## src/cwsd_pkg.sv

```systemverilog
`timescale 1ns / 1ps
`default_nettype none
package cwsd_pkg;

  localparam int MAX_WORKERS = 8;
  localparam int MAX_CHUNKS  = 1024;
  localparam int WK_W        = $clog2(MAX_WORKERS);
  localparam int CNT_W       = 11;
  localparam int ROW_W       = 20;
  localparam int CR_W        = 16;
  localparam int WC_W        = 4;
  localparam int NUM_W       = 21;
  localparam logic [CR_W-1:0] CHUNK_ROWS_RESET = 16'd500;
  localparam logic [CNT_W-1:0] COUNT_LIMIT     = 11'd2047;

  // item kinds
  localparam logic [1:0] OP_START = 2'd0;
  localparam logic [1:0] OP_REQ   = 2'd1;
  localparam logic [1:0] OP_DONE  = 2'd2;
  localparam logic [1:0] OP_BAD   = 2'd3;

  // result status
  localparam logic [1:0] ST_OK    = 2'd0;
  localparam logic [1:0] ST_RETRY = 2'd1;
  localparam logic [1:0] ST_ALL   = 2'd2;
  localparam logic [1:0] ST_OVER  = 2'd3;

  // register indexes
  localparam logic [1:0] REG_ROWS  = 2'd0;
  localparam logic [1:0] REG_CHUNK = 2'd1;
  localparam logic [1:0] REG_WK    = 2'd2;

  typedef struct packed {
    logic [1:0]      op;
    logic [WK_W-1:0] worker;
  } cmd_t;

  typedef struct packed {
    logic [ROW_W-1:0] rows;
    logic [CR_W-1:0]  chunk;
    logic [WC_W-1:0]  workers;
  } cfg_t;

  typedef struct packed {
    logic             start;
    logic [NUM_W-1:0] num;
    logic [CR_W-1:0]  den;
  } div_req_t;

  typedef struct packed {
    logic             done;
    logic [NUM_W-1:0] quo;
  } div_rsp_t;

endpackage
`default_nettype wire

```

## src/cwsd_in_if.sv

```systemverilog
`timescale 1ns / 1ps
`default_nettype none
interface cwsd_in_if;
  logic       valid;
  logic       ready;
  logic [1:0] mode;
  logic [2:0] worker;

  modport source (output valid, mode, worker, input ready);
  modport sink (input valid, mode, worker, output ready);
endinterface
`default_nettype wire

```

## src/cwsd_out_if.sv

```systemverilog
`timescale 1ns / 1ps
`default_nettype none
interface cwsd_out_if;
  logic        valid;
  logic        ready;
  logic [1:0]  status;
  logic [19:0] row_begin;
  logic [19:0] row_end;
  logic        stolen;
  logic [2:0]  source_worker;
  logic        done_all;

  modport source (output valid, status, row_begin, row_end, stolen, source_worker, done_all,
                  input ready);
  modport sink (input valid, status, row_begin, row_end, stolen, source_worker, done_all,
                output ready);
endinterface
`default_nettype wire

```

## src/cwsd_front.sv

```systemverilog
`timescale 1ns / 1ps
`default_nettype none
module cwsd_front (
  input  wire logic          clk,
  input  wire logic          rst_n,
  cwsd_in_if.sink            in_ch,
  output cwsd_pkg::cmd_t     cmd,
  output logic               cmd_valid,
  input  wire logic          cmd_pop
);

  cwsd_pkg::cmd_t fifo_r [2];
  logic       wr_ptr_r;
  logic       rd_ptr_r;
  logic [1:0] cnt_r;
  logic       push;
  cwsd_pkg::cmd_t in_cmd;

  assign in_ch.ready = (cnt_r != 2'd2);
  assign push        = in_ch.valid && in_ch.ready;
  assign cmd_valid   = (cnt_r != 2'd0);
  assign cmd         = fifo_r[rd_ptr_r];

  always_comb begin
    in_cmd.worker = in_ch.worker;
    case (in_ch.mode)
      cwsd_pkg::OP_START: in_cmd.op = cwsd_pkg::OP_START;
      cwsd_pkg::OP_REQ:   in_cmd.op = cwsd_pkg::OP_REQ;
      cwsd_pkg::OP_DONE:  in_cmd.op = cwsd_pkg::OP_DONE;
      default:            in_cmd.op = cwsd_pkg::OP_BAD;
    endcase
  end

  always_ff @(posedge clk) begin
    if (push) fifo_r[wr_ptr_r] <= in_cmd;
  end

  always_ff @(posedge clk) begin
    if (!rst_n) begin
      wr_ptr_r <= 1'b0;
      rd_ptr_r <= 1'b0;
      cnt_r    <= 2'd0;
    end else begin
      if (push) wr_ptr_r <= ~wr_ptr_r;
      if (cmd_pop) rd_ptr_r <= ~rd_ptr_r;
      if (push && !cmd_pop) cnt_r <= cnt_r + 2'd1;
      else if (!push && cmd_pop) cnt_r <= cnt_r - 2'd1;
    end
  end

endmodule
`default_nettype wire

```

## src/cwsd_div.sv

```systemverilog
`timescale 1ns / 1ps
`default_nettype none
module cwsd_div (
  input  wire logic           clk,
  input  wire logic           rst_n,
  input  wire cwsd_pkg::div_req_t req,
  output cwsd_pkg::div_rsp_t  rsp
);

  localparam int NW = cwsd_pkg::NUM_W;
  localparam int DW = cwsd_pkg::CR_W;

  logic          busy_r;
  logic [4:0]    cnt_r;
  logic [NW-1:0] num_r;
  logic [DW-1:0] den_r;
  logic [DW-1:0] rem_r;
  logic          done_r;
  logic [DW:0]   rem_sh;
  logic          qbit;

  // restoring division, quotient bits shift into num_r
  assign rem_sh = {rem_r, num_r[NW-1]};
  assign qbit   = (rem_sh >= {1'b0, den_r});

  assign rsp.done = done_r;
  assign rsp.quo  = num_r;

  always_ff @(posedge clk) begin
    if (req.start) begin
      num_r <= req.num;
      den_r <= req.den;
      rem_r <= '0;
    end else if (busy_r) begin
      num_r <= {num_r[NW-2:0], qbit};
      rem_r <= qbit ? DW'(rem_sh - {1'b0, den_r}) : rem_sh[DW-1:0];
    end
  end

  always_ff @(posedge clk) begin
    if (!rst_n) begin
      busy_r <= 1'b0;
      cnt_r  <= '0;
      done_r <= 1'b0;
    end else begin
      done_r <= 1'b0;
      if (req.start) begin
        busy_r <= 1'b1;
        cnt_r  <= 5'(NW);
      end else if (busy_r) begin
        cnt_r <= cnt_r - 5'd1;
        if (cnt_r == 5'd1) begin
          busy_r <= 1'b0;
          done_r <= 1'b1;
        end
      end
    end
  end

endmodule
`default_nettype wire

```

## src/cwsd_back.sv

```systemverilog
`timescale 1ns / 1ps
`default_nettype none
module cwsd_back (
  input  wire logic           clk,
  input  wire logic           rst_n,
  input  wire cwsd_pkg::cmd_t cmd,
  input  wire logic           cmd_valid,
  output logic                cmd_pop,
  input  wire cwsd_pkg::cfg_t cfg,
  output cwsd_pkg::div_req_t  div_req,
  input  wire cwsd_pkg::div_rsp_t div_rsp,
  cwsd_out_if.source          out_ch
);

  localparam int NWK = cwsd_pkg::MAX_WORKERS;
  localparam int WW  = cwsd_pkg::WK_W;
  localparam int CW  = cwsd_pkg::CNT_W;
  localparam int RW  = cwsd_pkg::ROW_W;
  localparam int CRW = cwsd_pkg::CR_W;
  localparam int PW  = CW + CRW;

  localparam logic [2:0] S_IDLE  = 3'd0;
  localparam logic [2:0] S_DTOT  = 3'd1;
  localparam logic [2:0] S_DPER  = 3'd2;
  localparam logic [2:0] S_FILL  = 3'd3;
  localparam logic [2:0] S_TAIL0 = 3'd4;
  localparam logic [2:0] S_MUL   = 3'd5;
  localparam logic [2:0] S_FIN   = 3'd6;

  logic [2:0]           state_r;
  logic [RW-1:0]        lat_rows_r;
  logic [CRW-1:0]       lat_chunk_r;
  logic [cwsd_pkg::WC_W-1:0] lat_wk_r;
  logic [CW-1:0]        total_r, per_r, fin_r, acc_r, base_end_r, idx_r;
  logic                 done_r;
  logic [CW-1:0]        head_r [NWK];
  logic [CW-1:0]        tail_r [NWK];
  logic [CW-1:0]        base_r [NWK];
  logic [WW-1:0]        fill_w_r, src_r;
  logic                 stolen_r;
  logic [PW-1:0]        prod_r;

  logic                 out_valid_r, stolen_o_r, done_all_o_r;
  logic [1:0]           status_o_r;
  logic [RW-1:0]        begin_o_r, end_o_r;
  logic [WW-1:0]        src_o_r;

  logic [CRW-1:0]       cr_eff;
  logic [cwsd_pkg::WC_W-1:0] wc_eff;
  logic                 own_ok, found, hit, is_start, tot_ok;
  logic [WW-1:0]        steal_src, src_sel;
  logic [CW-1:0]        h_sel, idx_calc, left, fill_cnt, fin_nxt;
  logic [PW:0]          e_full;
  logic [RW-1:0]        e_cl;

  assign cmd_pop  = (state_r == S_IDLE) && cmd_valid && !out_valid_r;
  assign is_start = cmd_pop && (cmd.op == cwsd_pkg::OP_START);
  assign tot_ok   = (div_rsp.quo <= cwsd_pkg::NUM_W'(cwsd_pkg::MAX_CHUNKS));

  assign cr_eff = (cfg.chunk == '0) ? CRW'(1) : cfg.chunk;
  always_comb begin
    if (cfg.workers == '0) wc_eff = 4'd1;
    else if (cfg.workers > 4'(NWK)) wc_eff = 4'(NWK);
    else wc_eff = cfg.workers;
  end

  always_comb begin
    div_req.start = 1'b0;
    div_req.num   = cwsd_pkg::NUM_W'(cfg.rows) + cwsd_pkg::NUM_W'(cr_eff) - 21'd1;
    div_req.den   = cr_eff;
    if (is_start) begin
      div_req.start = 1'b1;
    end else if (state_r == S_DTOT) begin
      div_req.start = div_rsp.done && tot_ok;
      div_req.num   = {{(cwsd_pkg::NUM_W-CW){1'b0}}, div_rsp.quo[CW-1:0]};
      div_req.den   = CRW'(lat_wk_r);
    end
  end

  // own queue first, else lowest other non-empty queue
  always_comb begin
    own_ok = ({1'b0, cmd.worker} < lat_wk_r) && (head_r[cmd.worker] < tail_r[cmd.worker]);
    found = 1'b0;
    steal_src = '0;
    for (int w = 0; w < NWK; w++) begin
      if (!found && (WW'(w) != cmd.worker) && (head_r[w] < tail_r[w])) begin
        found = 1'b1;
        steal_src = WW'(w);
      end
    end
    hit     = own_ok || found;
    src_sel = own_ok ? cmd.worker : steal_src;
    h_sel   = head_r[src_sel];
    // queue 0 holds its own run followed by the leftover chunks
    if ((src_sel == '0) && (h_sel >= per_r)) idx_calc = base_end_r + h_sel - per_r;
    else idx_calc = base_r[src_sel] + h_sel;
  end

  assign left     = (total_r > acc_r) ? (total_r - acc_r) : '0;
  assign fill_cnt = (left < per_r) ? left : per_r;
  assign fin_nxt  = (fin_r < cwsd_pkg::COUNT_LIMIT) ? (fin_r + CW'(1)) : fin_r;
  assign e_full   = {1'b0, prod_r} + (PW+1)'(lat_chunk_r);
  assign e_cl     = (e_full > (PW+1)'(lat_rows_r)) ? lat_rows_r : e_full[RW-1:0];

  always_ff @(posedge clk) begin
    if (cmd_pop && cmd.op == cwsd_pkg::OP_REQ && hit) begin
      idx_r    <= idx_calc;
      src_r    <= src_sel;
      stolen_r <= (src_sel != cmd.worker);
    end
    if (state_r == S_MUL) prod_r <= PW'(idx_r) * PW'(lat_chunk_r);
    if (state_r == S_FILL) base_r[fill_w_r] <= acc_r;
    if (state_r == S_TAIL0) base_end_r <= acc_r;
  end

  always_ff @(posedge clk) begin
    if (!rst_n) begin
      state_r     <= S_IDLE;
      lat_rows_r  <= '0;
      lat_chunk_r <= cwsd_pkg::CHUNK_ROWS_RESET;
      lat_wk_r    <= 4'd1;
      total_r     <= '0;
      per_r       <= CW'(1);
      fin_r       <= '0;
      acc_r       <= '0;
      done_r      <= 1'b0;
      fill_w_r    <= '0;
      out_valid_r <= 1'b0;
      for (int w = 0; w < NWK; w++) begin
        head_r[w] <= '0;
        tail_r[w] <= '0;
      end
    end else begin
      if (out_valid_r && out_ch.ready) out_valid_r <= 1'b0;
      case (state_r)
        S_IDLE: begin
          if (cmd_pop) begin
            case (cmd.op)
              cwsd_pkg::OP_START: begin
                lat_rows_r  <= cfg.rows;
                lat_chunk_r <= cr_eff;
                lat_wk_r    <= wc_eff;
                fin_r       <= '0;
                for (int w = 0; w < NWK; w++) begin
                  head_r[w] <= '0;
                  tail_r[w] <= '0;
                end
                state_r <= S_DTOT;
              end
              cwsd_pkg::OP_REQ: begin
                if (hit) begin
                  head_r[src_sel] <= h_sel + CW'(1);
                  state_r <= S_MUL;
                end else begin
                  out_valid_r  <= 1'b1;
                  status_o_r   <= (fin_r >= total_r) ? cwsd_pkg::ST_ALL : cwsd_pkg::ST_RETRY;
                  begin_o_r    <= '0;
                  end_o_r      <= '0;
                  stolen_o_r   <= 1'b0;
                  src_o_r      <= '0;
                  done_all_o_r <= done_r;
                end
              end
              cwsd_pkg::OP_DONE: begin
                fin_r <= fin_nxt;
                if (fin_nxt >= total_r) done_r <= 1'b1;
                out_valid_r  <= 1'b1;
                status_o_r   <= cwsd_pkg::ST_OK;
                begin_o_r    <= '0;
                end_o_r      <= '0;
                stolen_o_r   <= 1'b0;
                src_o_r      <= '0;
                done_all_o_r <= done_r || (fin_nxt >= total_r);
              end
              default: begin
                out_valid_r  <= 1'b1;
                status_o_r   <= cwsd_pkg::ST_RETRY;
                begin_o_r    <= '0;
                end_o_r      <= '0;
                stolen_o_r   <= 1'b0;
                src_o_r      <= '0;
                done_all_o_r <= done_r;
              end
            endcase
          end
        end
        S_DTOT: begin
          if (div_rsp.done) begin
            if (tot_ok) begin
              total_r <= div_rsp.quo[CW-1:0];
              state_r <= S_DPER;
            end else begin
              total_r      <= '0;
              done_r       <= 1'b1;
              out_valid_r  <= 1'b1;
              status_o_r   <= cwsd_pkg::ST_OVER;
              begin_o_r    <= '0;
              end_o_r      <= '0;
              stolen_o_r   <= 1'b0;
              src_o_r      <= '0;
              done_all_o_r <= 1'b1;
              state_r      <= S_IDLE;
            end
          end
        end
        S_DPER: begin
          if (div_rsp.done) begin
            per_r    <= (div_rsp.quo == '0) ? CW'(1) : div_rsp.quo[CW-1:0];
            acc_r    <= '0;
            fill_w_r <= '0;
            state_r  <= S_FILL;
          end
        end
        S_FILL: begin
          if ({1'b0, fill_w_r} < lat_wk_r) begin
            tail_r[fill_w_r] <= fill_cnt;
            acc_r <= acc_r + per_r;
          end
          if (fill_w_r == WW'(NWK - 1)) state_r <= S_TAIL0;
          else fill_w_r <= fill_w_r + WW'(1);
        end
        S_TAIL0: begin
          tail_r[0]    <= tail_r[0] + left;
          done_r       <= (total_r == '0);
          out_valid_r  <= 1'b1;
          status_o_r   <= cwsd_pkg::ST_OK;
          begin_o_r    <= '0;
          end_o_r      <= '0;
          stolen_o_r   <= 1'b0;
          src_o_r      <= '0;
          done_all_o_r <= (total_r == '0);
          state_r      <= S_IDLE;
        end
        S_MUL: begin
          state_r <= S_FIN;
        end
        S_FIN: begin
          out_valid_r  <= 1'b1;
          status_o_r   <= cwsd_pkg::ST_OK;
          begin_o_r    <= prod_r[RW-1:0];
          end_o_r      <= e_cl;
          stolen_o_r   <= stolen_r;
          src_o_r      <= src_r;
          done_all_o_r <= done_r;
          state_r      <= S_IDLE;
        end
        default: state_r <= S_IDLE;
      endcase
    end
  end

  assign out_ch.valid         = out_valid_r;
  assign out_ch.status        = status_o_r;
  assign out_ch.row_begin     = begin_o_r;
  assign out_ch.row_end       = end_o_r;
  assign out_ch.stolen        = stolen_o_r;
  assign out_ch.source_worker = src_o_r;
  assign out_ch.done_all      = done_all_o_r;

endmodule
`default_nettype wire

```

## src/work_stealing_chunk_dispatcher.sv

```systemverilog
// start item: two 21-step serial divisions, then queue setup at one worker per cycle;
//   one item at a time in the back end
// request: a grant goes through an index multiply (S_MUL) and an end clamp (S_FIN)
// completion report, unknown mode: no extra state; 2-deep queue takes items while the back works
// reset: synchronous active-low, clears queues, counters and config to its reset values
`timescale 1ns / 1ps
`default_nettype none
module work_stealing_chunk_dispatcher (
  input  wire logic        clk,
  input  wire logic        rst_n,
  cwsd_in_if.sink          in_ch,
  cwsd_out_if.source       out_ch,
  input  wire logic        cfg_wr_en,
  input  wire logic [1:0]  cfg_index,
  input  wire logic [19:0] cfg_wdata
);

  cwsd_pkg::cfg_t     cfg_r;
  cwsd_pkg::cmd_t     cmd;
  logic               cmd_valid;
  logic               cmd_pop;
  cwsd_pkg::div_req_t div_req;
  cwsd_pkg::div_rsp_t div_rsp;

  always_ff @(posedge clk) begin
    if (!rst_n) begin
      cfg_r.rows    <= '0;
      cfg_r.chunk   <= cwsd_pkg::CHUNK_ROWS_RESET;
      cfg_r.workers <= 4'd1;
    end else if (cfg_wr_en) begin
      case (cfg_index)
        cwsd_pkg::REG_ROWS:  cfg_r.rows    <= cfg_wdata;
        cwsd_pkg::REG_CHUNK: cfg_r.chunk   <= cfg_wdata[15:0];
        cwsd_pkg::REG_WK:    cfg_r.workers <= cfg_wdata[3:0];
        default: ;
      endcase
    end
  end

  cwsd_front u_front (
    .clk       (clk),
    .rst_n     (rst_n),
    .in_ch     (in_ch),
    .cmd       (cmd),
    .cmd_valid (cmd_valid),
    .cmd_pop   (cmd_pop)
  );

  cwsd_div u_div (
    .clk   (clk),
    .rst_n (rst_n),
    .req   (div_req),
    .rsp   (div_rsp)
  );

  cwsd_back u_back (
    .clk       (clk),
    .rst_n     (rst_n),
    .cmd       (cmd),
    .cmd_valid (cmd_valid),
    .cmd_pop   (cmd_pop),
    .cfg       (cfg_r),
    .div_req   (div_req),
    .div_rsp   (div_rsp),
    .out_ch    (out_ch)
  );

endmodule
`default_nettype wire
```

## src/flat_wrapper.sv

```systemverilog
// flat-port wrapper written by rule: the top's interface ports become plain ports
module work_stealing_chunk_dispatcher_flat 
  (clk, rst_n, cfg_wr_en, cfg_index, cfg_wdata, in_ch_valid, in_ch_mode, in_ch_worker, in_ch_ready, out_ch_valid, out_ch_status, out_ch_row_begin, out_ch_row_end, out_ch_stolen, out_ch_source_worker, out_ch_done_all, out_ch_ready);
  cwsd_in_if in_ch_i ();
  cwsd_out_if out_ch_i ();
  input  wire logic clk;
  input  wire logic rst_n;
  input  wire logic cfg_wr_en;
  input  wire logic [1:0] cfg_index;
  input  wire logic [19:0] cfg_wdata;
  input wire logic [$bits(in_ch_i.valid)-1:0] in_ch_valid;
  input wire logic [$bits(in_ch_i.mode)-1:0] in_ch_mode;
  input wire logic [$bits(in_ch_i.worker)-1:0] in_ch_worker;
  output wire logic [$bits(in_ch_i.ready)-1:0] in_ch_ready;
  output wire logic [$bits(out_ch_i.valid)-1:0] out_ch_valid;
  output wire logic [$bits(out_ch_i.status)-1:0] out_ch_status;
  output wire logic [$bits(out_ch_i.row_begin)-1:0] out_ch_row_begin;
  output wire logic [$bits(out_ch_i.row_end)-1:0] out_ch_row_end;
  output wire logic [$bits(out_ch_i.stolen)-1:0] out_ch_stolen;
  output wire logic [$bits(out_ch_i.source_worker)-1:0] out_ch_source_worker;
  output wire logic [$bits(out_ch_i.done_all)-1:0] out_ch_done_all;
  input wire logic [$bits(out_ch_i.ready)-1:0] out_ch_ready;
  assign in_ch_i.valid = in_ch_valid;
  assign in_ch_i.mode = in_ch_mode;
  assign in_ch_i.worker = in_ch_worker;
  assign in_ch_ready = in_ch_i.ready;
  assign out_ch_valid = out_ch_i.valid;
  assign out_ch_status = out_ch_i.status;
  assign out_ch_row_begin = out_ch_i.row_begin;
  assign out_ch_row_end = out_ch_i.row_end;
  assign out_ch_stolen = out_ch_i.stolen;
  assign out_ch_source_worker = out_ch_i.source_worker;
  assign out_ch_done_all = out_ch_i.done_all;
  assign out_ch_i.ready = out_ch_ready;
  work_stealing_chunk_dispatcher u_core (.clk(clk), .rst_n(rst_n), .in_ch(in_ch_i), .out_ch(out_ch_i), .cfg_wr_en(cfg_wr_en), .cfg_index(cfg_index), .cfg_wdata(cfg_wdata));
endmodule
```

## config.mk

```make
export PLATFORM = sky130hd
export DESIGN_NAME = work_stealing_chunk_dispatcher_flat
export DESIGN_NICKNAME = d
export VERILOG_FILES = /design/src/cwsd_pkg.sv /design/src/cwsd_in_if.sv /design/src/cwsd_out_if.sv /design/src/cwsd_front.sv /design/src/cwsd_div.sv /design/src/cwsd_back.sv /design/src/work_stealing_chunk_dispatcher.sv /design/src/flat_wrapper.sv
export SDC_FILE = /design/constraint.sdc
export NUM_CORES = 2
export LEC_CHECK = 0
export BUFFER_PORTS_ARGS = -buffer_cell sky130_fd_sc_hd__buf_2
export CAP_MARGIN = 20
export CORE_MARGIN = 2
export CORE_UTILIZATION = 65
export CTS_CLUSTER_DIAMETER = 40
export DETAILED_ROUTE_END_ITERATION = 7
export PLACE_DENSITY = 0.82
export SYNTH_ARGS = -nofsm -noshare
export SYNTH_HDL_FRONTEND = slang
export SYNTH_HIERARCHICAL = 1
export SYNTH_SLANG_ARGS = --single-unit
```

## constraint.sdc

```tcl
create_clock -name clk -period 26.6 [get_ports clk]
set_input_delay 1.33 -clock clk [delete_from_list [all_inputs] [get_ports clk]]
set_output_delay 1.33 -clock clk [all_outputs]
set_load 0.05 [all_outputs]
```

==> run_results.csv <==
group,metric,value,unit
route,firstDrtPassIters,7,
route,wl_per_cell,23.6,um
route,vias,31900,
route,vias_per_cell,6.49,
timing,whs,0.466,ns
route,drcViolationCount,0,
yosys,synth_enable_flop_cells,411,
yosys,yosysSeqAreaShare,0.391,
timing,setup_viol,0,
global_route,track_usage,0.365,
worst_setup_path,crit_fanout,56,
min_path,worstHoldStart,"u_core/u_back/lat_rows_r[12]",
yosys,synth.ff_latch_count,571,
clock_network,postCtsHoldBufs,0,
clock_network,cts.path.max_buffers,3,
timing,fmax,108,MHz
global_route,antenna_found_initial,2,
worst_setup_path,cp_slowest_cell,"buf_4",
worst_setup_path,end_kind,"flip-flop",
clock_network,tritoncts,"done",
clock_network,cts.repair.resized,0,
route,drt_wl_total,116,mm
timing,fin_crit,9.26,ns
yosys,ys_warn_count,6,
finish,areaGrowthSynthToFinish,10.1,%
global_route,grt-ovfl-total,0,
worst_setup_path,worstPathArrival,9.64,ns
worst_setup_path,cpPeakStageDelay,0.64,ns
floorplanning,die_w,251,um
min_path,hold_class,"reg2reg",
placed_design,portBuffers,80,
timing,period_share,0.348,
floorplanning,core-area,60400,sq um
worst_setup_path,setup.worst_path.start_class,"flip-flop",
run,drv_cap,0,
global_route,grt_max_degree,103,
global_route,grt_pass1_vias,31100,
yosys,synthCells,4018,
placed_design,gp_congestion,1.02,
clock_network,ctsHtreeMaxLevel,3,
floorplanning,num_io_pins,81,
floorplanning,rows,90,
timing,tightest_slew,1.11,ns
floorplanning,die_area,63100,sq um
clock_network,cts_buffers,82,
yosys,avgSynthCellArea,9.89,sq um
finish,regArea,15500,sq um
timing,maxSlewHeadroom,0.238,
finish,layout.nets,4583,
route,first_iter_violations,3710,
clock_network,insertion_delay,0.66,ns
yosys,synth-main-ff-cell,"edfxtp_1",
clock_network,cts_sinks,571,
status,status,"finished clean",
finish,final_util,0.724,
clock_network,cts_root_buf,"clkbuf_16",
clock_network,post-cts-setup-buffers,0,
clock_network,clkSlewWorstSetupHoldPaths,0.06,ns
yosys,async_flop_share,0,
worst_setup_path,crit_required,26.98,ns
finish,layout-drive-gt1-share,0.101,
floorplanning,die_y,251,um
route,antenna_left,0,
global_route,grt_pass1_wl,177,mm
timing,hold_viol_final,0,
timing,slew_violations,0,
timing,rsz0062_at_grt,"false",
yosys,synth_cell_types,106,
placed_design,hpwl,85.3,mm
yosys,syn-num-nets,4542,
yosys,syn_area,39700,sq um
floorplanning,initial_utilization,0.658,
worst_setup_path,critical_path_class,"reg2reg",
timing,skew,0.0528,ns
finish,nFillCells,4306,
timing,tns,0,ns
finish,multiInputGateArea,21900,sq um
## worst max-delay path, delay by kind of cell (launching register included)
kind / cells / cell delay, ns
AOI/OAI and AO/OA: 12 / 2.77
muxes: 5 / 1.68
buffers and inverters: 5 / 1.74
DFF: 1 / 0.45
and+or+nand+nor: 6 / 0.66
adders and majority gates: 3 / 1.33
xor gates and xnor gates: 2 / 0.28
## kinds of logic (layout without fill, tap and decap cells)
logic type                 after synthesis  in the layout  share of synthesized area
adders and majority gates              492            492                      0.182
muxes                                  133            133                     0.0470
xor gates and xnor gates               115            115                     0.0254
and+or+nand+nor                       1313           1313                      0.158
DFF                                    571            571                      0.391
buffers and inverters                  600            711                     0.0589
AOI/OAI and AO/OA                      794            794                      0.138
other                                    0              1                          0
## synthesized netlist by cell type, types with 40 or more instances
cell	number	area [sq um]
dfxtp_1	160	3200
nor2b_1	47	294
nand3_1	102	510
o21ai_0	125	626
a21o_1	51	383
inv_1	420	1580
xnor2_1	74	648
clkbuf_1	142	533
and2_1	118	738
a21oi_1	180	901
mux4_2	40	901
mux2i_1	64	641
fa_1	142	2840
ha_1	350	4380
nor3_1	79	395
nor2_1	299	1120
nand2_1	462	1730
a21boi_0	66	495
edfxtp_1	411	12300
xor2_1	41	359
## cells in the final DEF, fill, tap and decap left out, drive strengths merged, types with 40 or more instances in the layout
cell    Yosys  layout
mux2i      64      64
a21o       51      51
o21ai     129     129
a21oi     191     191
nor2      300     300
dfxtp     160     160
nor3       79      79
xor2       41      41
xnor2      74      74
buf        35     134
clkbuf    142      99
nor2b      47      47
edfxtp    411     411
and2      119     119
nand3     102     102
inv       423     444
a21boi     67      67
nand2     462     462
fa        142     142
mux4       40      40
ha        350     350
## sequential cells by signal, indices dropped and copies added, names as in the netlist, 21 cells and up, named ones only
register              cells
u_core/u_div/num_r       21
u_core/u_back/tail_r     88
u_core/u_back/base_r     88
u_core/u_back/head_r     88
u_core/u_back/prod_r     27
u_core/cfg_r             40
## layout make-up
type / count / area share
multi-input cells: 2847 / 0.501
flip-flops and latches: 571 / 0.355
clock buffers: 99 / 0.0513
inverters: 423 / 0.0363
well taps: 782 / 0.0224
repair buffers: 134 / 0.0187
clock inverters: 55 / 0.0149
diodes: 1 / 0.0000572
## path summary, 6_finish.rpt
kind                            slack, ns  cells after the start                            to
worst max-delay path                17.34                     33       u_core/u_back/idx_r[10]
worst min-delay path                 0.47                      2  u_core/u_back/lat_rows_r[12]
worst max register to register      17.34                     33       u_core/u_back/idx_r[10]
worst min register to register       0.47                      2  u_core/u_back/lat_rows_r[12]
## stage by stage
step	cell area, sq um	worst slack (ns)	instances
CTS	43700	17.55	4910
global route	43700	16.95	4911
global placement	40800	17.70	4753
finish	43700	17.34	4912
floorplan	39700	18.01	4018
detailed placement	40800	17.55	4756
## metal layers
layer,vias up,routed length [um],track usage
met3,374,12500,0.0745
li1,14400,-,-
met4,2,6470,0.197
met1,15300,44900,0.476
met5,-,13,0
met2,1793,52000,0.575
Power is left out: the tool's default activity adds up to more than one toggle a clock period on the data nets, which glitch-free logic cannot reach.
